--- src/design/ttad_pkg.sv ---
// Shared types, constants and helpers for the two-tier alarm debounce block.
// Used by every design module and by the port checker; no dependencies.
package ttad_pkg;

   localparam int CNT_W      = 8;   // debounce counter width
   localparam int LIM_W      = 8;   // width of the count limit registers
   localparam int CMP_W      = (CNT_W > LIM_W) ? CNT_W : LIM_W;
   localparam int CSR_IDX_W  = 3;
   localparam int CSR_DATA_W = 32;

   typedef logic [CSR_IDX_W-1:0] csr_index_type;

   localparam csr_index_type CSR_CO_LIMIT    = csr_index_type'(0);
   localparam csr_index_type CSR_TEMP_LIMIT  = csr_index_type'(1);
   localparam csr_index_type CSR_RISE_LIMIT  = csr_index_type'(2);
   localparam csr_index_type CSR_FALL_LIMIT  = csr_index_type'(3);
   localparam csr_index_type CSR_SMS_HOLDOFF = csr_index_type'(4);

   typedef logic [1:0] tier_type;

   localparam tier_type TIER_CLEAR = 2'd0;
   localparam tier_type TIER_WARN  = 2'd1;
   localparam tier_type TIER_ALARM = 2'd2;

   typedef logic [1:0] report_code_type;

   localparam report_code_type ALERT_NONE  = 2'd0;
   localparam report_code_type ALERT_TIER1 = 2'd1;
   localparam report_code_type ALERT_TIER2 = 2'd2;

   typedef logic [CNT_W-1:0] cnt_type;
   typedef logic [LIM_W-1:0] lim_type;

   typedef struct packed {
      logic [15:0]        co_limit;
      logic signed [13:0] temp_limit;
      lim_type            rise_count_limit;
      lim_type            fall_count_limit;
      logic [31:0]        sms_holdoff_ms;
   } cfg_type;

   typedef struct packed {
      logic [15:0]        co_level;
      logic signed [13:0] temperature;
      logic               sensor_warm;
      logic               link_online;
      logic [31:0]        now_ms;
   } item_type;

   typedef struct packed {
      tier_type        alarm_tier;
      logic            yellow_lamp;
      logic            red_lamp;
      logic            buzzer_on;
      report_code_type alert_report;
      logic            sms_request;
   } result_type;

   // saturating increment
   function automatic cnt_type bump(cnt_type c);
      cnt_type r;
      r = (c == '1) ? c : c + cnt_type'(1);
      return r;
   endfunction

   function automatic logic reached(cnt_type c, lim_type lim);
      logic r;
      r = (CMP_W'(c) >= CMP_W'(lim));
      return r;
   endfunction

endpackage

--- src/design/ttad_csr.sv ---
// Configuration register file: limits, debounce counts and SMS holdoff.
// Depends on ttad_pkg.
module ttad_csr
   import ttad_pkg::*;
(
   input  logic                  clock,
   input  logic                  reset,
   input  logic                  csr_wr_en,
   input  csr_index_type         csr_index,
   input  logic [CSR_DATA_W-1:0] csr_wr_data,
   output cfg_type               cfg
);

   cfg_type cfg_ff;
   cfg_type cfg_in;

   always_comb begin
      cfg_in = cfg_ff;
      if (csr_wr_en) begin
         unique case (csr_index)
            CSR_CO_LIMIT:    cfg_in.co_limit         = csr_wr_data[15:0];
            CSR_TEMP_LIMIT:  cfg_in.temp_limit       = $signed(csr_wr_data[13:0]);
            CSR_RISE_LIMIT:  cfg_in.rise_count_limit = csr_wr_data[LIM_W-1:0];
            CSR_FALL_LIMIT:  cfg_in.fall_count_limit = csr_wr_data[LIM_W-1:0];
            CSR_SMS_HOLDOFF: cfg_in.sms_holdoff_ms   = csr_wr_data[31:0];
            default:         cfg_in = cfg_ff;   // unmapped index, write dropped
         endcase
      end
   end

   always_ff @(posedge clock) begin
      if (reset) begin
         cfg_ff.co_limit         <= 16'd800;
         cfg_ff.temp_limit       <= 14'sd912;
         cfg_ff.rise_count_limit <= lim_type'(3);
         cfg_ff.fall_count_limit <= lim_type'(5);
         cfg_ff.sms_holdoff_ms   <= 32'd300000;
      end else begin
         cfg_ff <= cfg_in;
      end
   end

   assign cfg = cfg_ff;

endmodule

--- src/design/ttad_core.sv ---
// Classifier and alarm tier state: debounce counters, tier moves, SMS holdoff.
// Result is combinational from the staged item; state moves when update is high and the item is warm.
// Depends on ttad_pkg.
module ttad_core
   import ttad_pkg::*;
(
   input  logic       clock,
   input  logic       reset,
   input  cfg_type    cfg,
   input  item_type   item,
   input  logic       update,
   output result_type result
);

   tier_type    tier_ff,     tier_in;
   cnt_type     rise_ff,     rise_in;
   cnt_type     fall_ff,     fall_in;
   logic [31:0] last_sms_ff, last_sms_in;
   logic        sms_sent_ff, sms_sent_in;

   logic    co_hi;
   logic    t_hi;
   logic    smp_t2;
   logic    smp_t1;
   logic    smp_safe;
   cnt_type rise_bump;
   cnt_type fall_bump;
   logic    enter2;
   logic    enter1;
   logic    sms_due;

   assign co_hi     = (item.co_level >= cfg.co_limit);
   assign t_hi      = ($signed(item.temperature) >= $signed(cfg.temp_limit));
   assign smp_t2    = co_hi & t_hi;
   assign smp_t1    = co_hi ^ t_hi;
   assign smp_safe  = ~co_hi & ~t_hi;
   assign rise_bump = bump(rise_ff);
   assign fall_bump = bump(fall_ff);
   assign sms_due   = ~sms_sent_ff | ((item.now_ms - last_sms_ff) >= cfg.sms_holdoff_ms);

   always_comb begin
      tier_in = tier_ff;
      rise_in = rise_ff;
      fall_in = fall_ff;
      enter2  = 1'b0;
      enter1  = 1'b0;
      if (tier_ff == TIER_CLEAR) begin
         if (!smp_safe) begin
            rise_in = rise_bump;
            if (reached(rise_bump, cfg.rise_count_limit)) begin
               rise_in = '0;
               fall_in = '0;
               tier_in = smp_t2 ? TIER_ALARM : TIER_WARN;
               enter2  = smp_t2;
               enter1  = ~smp_t2;
            end
         end else begin
            rise_in = '0;
         end
      end else if (tier_ff == TIER_WARN) begin
         if (smp_t2) begin
            rise_in = rise_bump;
            if (reached(rise_bump, cfg.rise_count_limit)) begin
               tier_in = TIER_ALARM;
               rise_in = '0;
               fall_in = '0;
               enter2  = 1'b1;
            end
         end else if (smp_safe) begin
            fall_in = fall_bump;
            if (reached(fall_bump, cfg.fall_count_limit)) begin
               tier_in = TIER_CLEAR;
               rise_in = '0;
               fall_in = '0;
            end
         end else begin
            fall_in = '0;
         end
      end else begin
         // alarm; an impossible code 3 behaves the same
         if (!smp_t2) begin
            fall_in = fall_bump;
            if (reached(fall_bump, cfg.fall_count_limit)) begin
               tier_in = smp_safe ? TIER_CLEAR : TIER_WARN;
               rise_in = '0;
               fall_in = '0;
            end
         end else begin
            fall_in = '0;
         end
      end
   end

   always_comb begin
      last_sms_in = last_sms_ff;
      sms_sent_in = sms_sent_ff;
      if (enter2 && sms_due) begin
         last_sms_in = item.now_ms;
         sms_sent_in = 1'b1;
      end
   end

   always_comb begin
      if (!item.sensor_warm) begin
         result              = '0;
         result.alarm_tier   = tier_ff;
      end else begin
         result.alarm_tier   = tier_in;
         result.yellow_lamp  = (tier_in == TIER_WARN);
         result.red_lamp     = tier_in[1];
         result.buzzer_on    = tier_in[1];
         result.sms_request  = enter2 & sms_due;
         if (item.link_online && enter2) begin
            result.alert_report = ALERT_TIER2;
         end else if (item.link_online && enter1) begin
            result.alert_report = ALERT_TIER1;
         end else begin
            result.alert_report = ALERT_NONE;
         end
      end
   end

   // warm-up items leave all state untouched
   always_ff @(posedge clock) begin
      if (reset) begin
         tier_ff     <= TIER_CLEAR;
         rise_ff     <= '0;
         fall_ff     <= '0;
         last_sms_ff <= '0;
         sms_sent_ff <= 1'b0;
      end else if (update && item.sensor_warm) begin
         tier_ff     <= tier_in;
         rise_ff     <= rise_in;
         fall_ff     <= fall_in;
         last_sms_ff <= last_sms_in;
         sms_sent_ff <= sms_sent_in;
      end
   end

endmodule

--- src/design/two_tier_alarm_debounce_fsm_unit.sv ---
// Two-tier gas and temperature alarm with debounced tier changes.
// Depends on ttad_pkg, ttad_csr and ttad_core.
//
// Use:
//   req_* carries one reading per item; an item is taken on a clock edge with
//   req_valid high and req_stall low. Items with req_sample_valid low are
//   taken and dropped: they give no result and change nothing.
//   rsp_* carries one result per valid reading, held while rsp_stall is high.
//   csr_* writes the limits, debounce counts and SMS holdoff, one register a
//   cycle; the user writes only while no item is in flight (not enforced here).
// Timing:
//   An item waits in the input register, where the tier update and the
//   lamp/report/SMS decision are made; the result then goes into the result
//   register, which drives rsp_valid. One item per clock while rsp_stall is low.
// Stalls:
//   With the result register held by rsp_stall, one more item is taken into
//   the input register; after that req_stall goes high.
// Reset:
//   Synchronous, active high. Tier clear, counters zero, no SMS sent yet,
//   registers back to their defaults, both registers empty.
module two_tier_alarm_debounce_fsm_unit
   import ttad_pkg::*;
(
   input  logic                  clock,
   input  logic                  reset,
   input  logic                  req_valid,
   output logic                  req_stall,
   input  logic [15:0]           req_co_level,
   input  logic signed [13:0]    req_temperature,
   input  logic                  req_sample_valid,
   input  logic                  req_sensor_warm,
   input  logic                  req_link_online,
   input  logic [31:0]           req_now_ms,
   output logic                  rsp_valid,
   input  logic                  rsp_stall,
   output tier_type              rsp_alarm_tier,
   output logic                  rsp_yellow_lamp,
   output logic                  rsp_red_lamp,
   output logic                  rsp_buzzer_on,
   output report_code_type       rsp_alert_report,
   output logic                  rsp_sms_request,
   input  logic                  csr_wr_en,
   input  csr_index_type         csr_index,
   input  logic [CSR_DATA_W-1:0] csr_wr_data
);

   cfg_type    cfg;
   item_type   stg_item_ff;
   logic       stg_valid_ff, stg_valid_in;
   result_type out_res_ff;
   logic       out_valid_ff, out_valid_in;
   result_type core_res;
   logic       accept;
   logic       advance;
   logic       stg_load;

   ttad_csr u_csr (
      .clock       (clock),
      .reset       (reset),
      .csr_wr_en   (csr_wr_en),
      .csr_index   (csr_index),
      .csr_wr_data (csr_wr_data),
      .cfg         (cfg)
   );

   ttad_core u_core (
      .clock  (clock),
      .reset  (reset),
      .cfg    (cfg),
      .item   (stg_item_ff),
      .update (advance),
      .result (core_res)
   );

   assign advance  = stg_valid_ff & (~out_valid_ff | ~rsp_stall);
   assign stg_load = ~stg_valid_ff | advance;
   assign req_stall = ~stg_load;
   assign accept   = req_valid & stg_load;

   always_comb begin
      stg_valid_in = stg_valid_ff;
      if (stg_load) begin
         stg_valid_in = accept & req_sample_valid;
      end
      out_valid_in = out_valid_ff;
      if (advance) begin
         out_valid_in = 1'b1;
      end else if (!rsp_stall) begin
         out_valid_in = 1'b0;
      end
   end

   always_ff @(posedge clock) begin
      if (reset) begin
         stg_valid_ff <= 1'b0;
         out_valid_ff <= 1'b0;
      end else begin
         stg_valid_ff <= stg_valid_in;
         out_valid_ff <= out_valid_in;
      end
   end

   always_ff @(posedge clock) begin
      if (accept) begin
         stg_item_ff.co_level    <= req_co_level;
         stg_item_ff.temperature <= req_temperature;
         stg_item_ff.sensor_warm <= req_sensor_warm;
         stg_item_ff.link_online <= req_link_online;
         stg_item_ff.now_ms      <= req_now_ms;
      end
      if (advance) begin
         out_res_ff <= core_res;
      end
   end

   assign rsp_valid        = out_valid_ff;
   assign rsp_alarm_tier   = out_res_ff.alarm_tier;
   assign rsp_yellow_lamp  = out_res_ff.yellow_lamp;
   assign rsp_red_lamp     = out_res_ff.red_lamp;
   assign rsp_buzzer_on    = out_res_ff.buzzer_on;
   assign rsp_alert_report = out_res_ff.alert_report;
   assign rsp_sms_request  = out_res_ff.sms_request;

endmodule

--- config.mk ---
export PLATFORM = sky130hd
export DESIGN_NAME = two_tier_alarm_debounce_fsm_unit
export DESIGN_NICKNAME = d
export VERILOG_FILES = /design/src/design/ttad_pkg.sv /design/src/design/ttad_csr.sv /design/src/design/ttad_core.sv /design/src/design/two_tier_alarm_debounce_fsm_unit.sv
export SDC_FILE = /design/constraint.sdc
export NUM_CORES = 1
export LEC_CHECK = 0
export ABC_CLOCK_PERIOD_IN_PS = 4300
export CAP_MARGIN = 10
export CORE_MARGIN = 4
export CORE_UTILIZATION = 58
export DETAILED_ROUTE_END_ITERATION = 7
export DONT_BUFFER_PORTS = 1
export PLACE_DENSITY = 0.84
export SLEW_MARGIN = 25
export SYNTH_ARGS = -nofsm -noshare
export SYNTH_HDL_FRONTEND = slang
export SYNTH_SLANG_ARGS = --single-unit
--- constraint.sdc ---
create_clock -name clock -period 4.3 [get_ports clock]
set_input_delay 0 -clock clock [delete_from_list [all_inputs] [get_ports clock]]
set_output_delay 0 -clock clock [all_outputs]
set_load 0.01 [all_outputs]
==> flow_metrics.env, run 1 <==
export IMPL_ys_warn_count=0
export IMPL_rr_startpoint="stg_item_ff[0]$_DFFE_PP_"
export IMPL_power_switching_mw=1.15
export IMPL_critical_path_class="register to register"
export IMPL_rsz0062_at_grt="yes"
export IMPL_htreeDepth=1
export IMPL_cts_root_buf="clkbuf_16"
export IMPL_first_iter_violations=764
export IMPL_postLayoutCoreUtil=0.717
export IMPL_routedWlPerCell_microns=18.4
export IMPL_violations="setup timing"
export IMPL_wirelength_mm=29.4
export IMPL_crit_chain="inv_1, ha_2, inv_2, fa_2, a211oi_2, o21bai_1, a221o_1, a32oi_2, a31oi_2, a221oi_2, xnor2_1, ha_1, nand3_2, nor4_4, o2111ai_2, a31oi_4, nor3b_4, nor3_4, buf_4, buf_16, mux2i_1"
export IMPL_synthFlopType="dfxtp_1"
export IMPL_layout_drive_gt1_share=0.0720
export IMPL_startpoint="stg_item_ff[0]$_DFFE_PP_"
export IMPL_cp_end_kind="register"
export IMPL_power_density_nw_per_um2=340
export IMPL_hold_worst_slack_ps=60.4
export IMPL_antenna_found_initial=3
export IMPL_p_sw_frac=0.250
export IMPL_vias_per_cell=6.01
export IMPL_syn_instance_count=1219
export IMPL_initial_core_util=0.590
export IMPL_ys_seq_area_frac=0.429
export IMPL_p_leak_nw=5.22
export IMPL_cts_sinks=202
export IMPL_clkTransAtPathRegs_ps=70
export IMPL_drv_slew=0
export IMPL_power_frac_clock=0.420
export IMPL_rows=50
export IMPL_seqPwrFrac=0.453
export IMPL_placed_area_sq_um=11400
export IMPL_hold_depth=3
export IMPL_vias=9634
export IMPL_synth_nets=1438
export IMPL_cts_buffer_depth=3
export IMPL_fin_skew_ps=23.4
export IMPL_worst_pin_slew_ps=906
export IMPL_worst_slack_ps=-187
export IMPL_fillCellCount=1261
export IMPL_cp_max_fo=13
export IMPL_synth_edff_count=71
export IMPL_die_width_microns=146
export IMPL_cp_start_kind="register"
export IMPL_timing_setup_tns_ps=-4810
export IMPL_holdCritStartpoint="csr_index[0]"
export IMPL_required_ps=4740
export IMPL_antenna_left=0
export IMPL_hold_class="primary input to register"
export IMPL_max_cap_viol_count=0
export IMPL_status="finished, violations left"
export IMPL_gp_congestion=0.899
export IMPL_slew_headroom=0.394
export IMPL_area_growth_pct=21.6
export IMPL_cts_tree="built"
export IMPL_fmax_mhz=223
export IMPL_grt_max_degree=81
export IMPL_netlist_cell_type_count=68
export IMPL_crit_slowest_cell="edfxtp_1"
export IMPL_comb_power_share=0.127
export IMPL_cts_made_buffers=22
export IMPL_worst_r2r_path_depth=21
export IMPL_design_area_sq_um=13500
export IMPL_grt_usage=0.274
export IMPL_max_stage_delay_ps=380
export IMPL_internal_power_mw=3.43
export IMPL_die_area_sq_um=21400
export IMPL_grt_remaining_overflow=0
export IMPL_clk_latency_ps=520
export IMPL_layout_min_cycle_time_ps=4490
export IMPL_grt_pass1_wl_mm=48.6
export IMPL_postSynthAreaPerCell_sq_um=9.08
export IMPL_first_global_vias=9655
export IMPL_finalHoldViolCount=0
export IMPL_ir_worst_vdd_mv=0.326
export IMPL_nets=1566
export IMPL_finalSetupViolations=34
export IMPL_portBuffers=0
export IMPL_ys_seq_elements=202
export IMPL_cp_arrival_ps=4920
export IMPL_first_pass_iters=8
export IMPL_synth_area_sq_um=11100
export IMPL_hpwl_mm=17.9
export IMPL_fp_dieH_microns=146
export IMPL_pin_count=115
export IMPL_ys_async_sr_fraction=0
export IMPL_core_region_area_sq_um=18800
export IMPL_drc_errors=0
export IMPL_period_share=1.04
[worst max-delay path, delay by kind of cell (launching register included)]
family,cells,cell delay [ps]
mux,1,210
fa+ha+maj,3,840
xor+xnor,1,110
compound gates,8,1800
flops,1,380
simple gates,4,610
buf+inv,4,440
[registers in the layout (all words and copies together) (netlist names)]
signal and count:
u_core.tier_ff 2, stg_item_ff 64, stg_valid_ff 1, u_csr.cfg 78, u_core.rise_ff 8, rsp_yellow_lamp 1
u_core.last_sms_ff 32, rsp_sms_request 1, rsp_buzzer_on 1, u_core.sms_sent_ff 1, rsp_valid 1, rsp_alarm_tier 2
u_core.fall_ff 8, rsp_alert_report 2
[cell type report]
type                            count  area (sq um)  share of cell area
Antenna cell                        6          15.0             0.00112
Clock buffer                       29           618              0.0459
Clock inverter                     10           114             0.00846
Inverter                          119           447              0.0332
Multi-Input combinational cell    857          5780               0.429
Sequential cell                   202          4750               0.353
Tap cell                          234           293              0.0217
Timing Repair Buffer              145          1450               0.107
[path summary, 6_finish.rpt]
path | end | slack, ps
max | u_core.last_sms_ff[18]$_SDFFE_PP0P_ | -190
min | u_csr.cfg[48]$_SDFFE_PP0P_ | 60
max reg2reg | u_core.last_sms_ff[18]$_SDFFE_PP0P_ | -190
min reg2reg | u_core.last_sms_ff[5]$_SDFFE_PP0P_ | 460
[metrics by stage]
step / cells / total power [mW] / setup slack, ps
after floorplan: 1219 / 2.44 / 77.3
after global placement: 1439 / 2.53 / -39.5
after detailed placement: 1439 / 2.55 / -331
after CTS: 1593 / 4.54 / -178
after global routing: 1599 / 4.75 / -502
final: 1602 / 4.58 / -187
[routing by layer]
metal / global-route usage / vias up / share of wire
li1: - / 4515 / -
met1: 0.341 / 4482 / 0.40
met2: 0.448 / 477 / 0.47
met3: 0.0556 / 160 / 0.068
met4: 0.146 / 0 / 0.059
met5: 0 / - / 0
[cell families after synthesis]
family | synth area share
AND/OR/NAND/NOR | 0.156
multiplexers | 0.0391
adder cells (fa/ha/maj) | 0.130
AO/OA/AOI/OAI | 0.161
buffers and inverters | 0.0568
flip-flops | 0.429
XOR/XNOR | 0.0277
[synthesized netlist by cell type, types with 4 or more instances]
library cell	count	share of area
dfxtp_1	131	0.24
nand2_1	238	0.081
inv_1	118	0.040
o211ai_1	22	0.015
nor2b_1	14	0.0079
nand3b_1	4	0.0027
a211oi_1	6	0.0041
nand2b_1	7	0.0040
o21ai_0	31	0.014
a22o_1	11	0.0087
o21a_1	12	0.0081
xnor2_1	27	0.021
a21oi_1	110	0.050
ha_1	113	0.13
xor2_1	8	0.0063
o21bai_1	4	0.0027
edfxtp_1	71	0.19
clkbuf_1	33	0.011
and4_1	8	0.0063
nor2_1	51	0.017
nand4_1	9	0.0051
and2_1	7	0.0040
a31oi_1	12	0.0068
nor3_1	10	0.0045
mux2i_1	41	0.037
nand3_1	22	0.0099
a21o_1	26	0.018
and3_1	8	0.0045
a221o_1	7	0.0063
[power groups by stage]
stage / clock, mW / combinational (mW) / sequential [mW]
after floorplan: 0 / 0.339 / 2.10
after global placement: 0 / 0.424 / 2.11
after detailed placement: 0 / 0.436 / 2.11
after CTS: 1.92 / 0.553 / 2.07
after global routing: 2.03 / 0.644 / 2.08
final: 1.92 / 0.582 / 2.07
[what timing repair did]
| item | CTS | global route |
|---|---|---|
| pin swaps | 13 | 13 |
| setup buffers | 3 | 3 |
| hold buffers | 110 | 0 |
| gates cloned | 2 | 0 |
| endpoints found under the setup margin | 34 | 34 |
| resized for setup | 15 | 6 |
| endpoints found under the hold margin | 160 | 0 |
[layout by cell type, fill, tap and decap left out, drive strengths merged, types with 26 or more instances in the layout]
cell type,netlist,routed
clkbuf,33,29
dfxtp,131,131
nand2,238,238
dlygate4sd3,0,109
ha,113,113
buf,8,36
mux2i,41,41
xnor2,27,27
a21o,26,26
o21ai,34,34
a21oi,111,111
nor2,51,51
edfxtp,71,71
inv,119,119
No activity file was read; power rests on OpenSTA's default activity.
==> run 2: changes to the inputs <==
--- a/config.mk
+++ b/config.mk
@@ -11,7 +11,7 @@
 export CORE_UTILIZATION = 58
 export DETAILED_ROUTE_END_ITERATION = 7
 export DONT_BUFFER_PORTS = 1
-export PLACE_DENSITY = 0.84
+export PLACE_DENSITY = 0.87
 export SLEW_MARGIN = 25
 export SYNTH_ARGS = -nofsm -noshare
 export SYNTH_HDL_FRONTEND = slang
==> flow_metrics.env, run 2 (synthesis results as in run 1) <==
export IMPL_gr_usage_met3=0.0580
export IMPL_worst_pin_slew_ps=901
export IMPL_crit_chain="inv_1, ha_2, inv_2, fa_2, a211oi_2, o21bai_1, a221o_1, a32oi_2, a31oi_2, a221oi_2, xnor2_1, ha_1, nand3_2, nor4_4, o2111ai_2, a31oi_4, nor3b_4, nor3_4, buf_6, buf_16, mux2i_1"
export IMPL_vias=9771
export IMPL_nets=1572
export IMPL_p_leak_nw=5.28
export IMPL_cts_root_buf="clkbuf_16"
export IMPL_largest_reg_flops=78
export IMPL_required_ps=4720
export IMPL_crit_family="compound AO/OA/AOI/OAI gates"
export IMPL_busiest_layer="met2"
export IMPL_clk_latency_ps=520
export IMPL_timing_setup_tns_ps=-8040
export IMPL_area_growth_pct=22.7
export IMPL_rsz0062_at_grt="yes"
export IMPL_die_area_sq_um=21400
export IMPL_antenna_left=0
export IMPL_worst_r2r_path_depth=21
export IMPL_max_stage_delay_ps=380
export IMPL_max_cap_viol_count=0
export IMPL_wirelength_mm=30.3
export IMPL_critical_path_class="register to register"
export IMPL_finalHoldViolCount=0
export IMPL_layout_commonest_cell="nand2_1"
export IMPL_status="finished, violations left"
export IMPL_first_iter_violations=980
export IMPL_core_region_area_sq_um=18800
export IMPL_portBuffers=0
export IMPL_finalSetupViolations=34
export IMPL_violations="setup timing"
export IMPL_cp_max_fo=10
export IMPL_post_place_ws_ps=-334
export IMPL_power_density_nw_per_um2=343
export IMPL_ir_worst_vdd_mv=0.386
export IMPL_cp_arrival_ps=5040
export IMPL_final_cell_mix="238 x nand2_1, 131 x dfxtp_1, 117 x inv_1"
export IMPL_slew_headroom=0.400
export IMPL_total_power_mw=4.66
export IMPL_die_width_microns=146
export IMPL_rows=50
export IMPL_grt_remaining_overflow=0
export IMPL_cp_depth=21
export IMPL_period_share=1.07
export IMPL_grt_pass1_wl_mm=48.3
export IMPL_fin_skew_ps=24.3
export IMPL_initial_core_util=0.590
export IMPL_holdCritStartpoint="csr_index[0]"
export IMPL_layout_min_cycle_time_ps=4610
export IMPL_pin_count=115
export IMPL_clkTransAtPathRegs_ps=60
export IMPL_worst_slack_ps=-314
export IMPL_cts_sinks=202
export IMPL_first_global_vias=9696
export IMPL_grtUsageMet2=0.461
export IMPL_gp_congestion=0.871
export IMPL_first_pass_iters=7
export IMPL_hold_class="primary input to register"
export IMPL_reg2reg_slack_ps=-310
export IMPL_fmax_mhz=217
export IMPL_fp_dieH_microns=146
export IMPL_drc_errors=0
export IMPL_vias_per_cell=6.08
export IMPL_hold_worst_slack_ps=85.4
export IMPL_hold_depth=3
export IMPL_layout_drive_gt1_share=0.0737
export IMPL_cp_buffers_inverters=4
export IMPL_routedWlPerCell_microns=18.8
export IMPL_drv_slew=0
export IMPL_cts_tree="built"
export IMPL_rr_startpoint="stg_item_ff[0]$_DFFE_PP_"
export IMPL_crit_slowest_cell="edfxtp_1"
export IMPL_fillCellCount=1230
export IMPL_grt_max_degree=70
export IMPL_grt_use_met1=0.325
export IMPL_cts_buffer_depth=3
export IMPL_cts_made_buffers=23
export IMPL_startpoint="stg_item_ff[0]$_DFFE_PP_"
export IMPL_htreeDepth=1
export IMPL_postLayoutCoreUtil=0.724
export IMPL_hpwl_mm=18.0
export IMPL_antenna_found_initial=3
export IMPL_cp_start_kind="register"
export IMPL_cp_end_kind="register"
export IMPL_grt_usage=0.272
[run 2: power breakdown]
part,switching [mW],internal (mW)
Combinational,0.327,0.262
Sequential,0.0334,2.04
Clock,0.808,1.19
Total,1.17,3.49
[run 2: layout make-up]
type                            count  area, sq um  area share
Multi-Input combinational cell    857         5790       0.427
Sequential cell                   202         4750       0.350
Timing Repair Buffer              150         1510       0.111
Clock buffer                       33          696      0.0512
Inverter                          119          447      0.0329
Tap cell                          234          293      0.0216
Clock inverter                      9         78.8     0.00580
Antenna cell                        4         10.0    0.000737
[run 2: per-stage QoR]
step | std cells | cell area (sq um)
2_1_floorplan | 1219 | 11100
3_3_place_gp | 1439 | 11400
3_5_place_dp | 1439 | 11400
4_1_cts | 1602 | 13500
5_1_grt | 1607 | 13600
6_report | 1608 | 13600
[run 2: worst register-to-register path: stages (launching register included)]
cell and delay, ps:
edfxtp_1 380, inv_1 80, ha_2 180, inv_2 40
fa_2 340, a211oi_2 220, o21bai_1 110, a221o_1 380
a32oi_2 250, a31oi_2 150, a221oi_2 290, xnor2_1 100
ha_1 310, nand3_2 110, nor4_4 380, o2111ai_2 210
a31oi_4 220, nor3b_4 70, nor3_4 160, buf_6 160
buf_16 160, mux2i_1 240
[run 2: final timing paths]
path	to
setup / recovery	u_core.last_sms_ff[19]$_SDFFE_PP0P_
hold / removal	u_csr.cfg[53]$_SDFFE_PP0P_
setup reg to reg	u_core.last_sms_ff[19]$_SDFFE_PP0P_
hold reg to reg	u_csr.cfg[39]$_SDFFE_PP0P_
[run 2: repair_timing]
item	CTS	global route
hold endpoints to repair	181	0
setup endpoints to repair	34	34
cloned	1	1
pin swaps	9	10
hold buffers	117	0
buffers inserted	3	2
resized for setup	15	8
[run 2: routing by layer]
layer / up-vias / routed length [microns]
met3: 169 / 2400
met5: - / 0
met1: 4560 / 11700
met4: 0 / 1910
met2: 515 / 14200
li1: 4527 / -
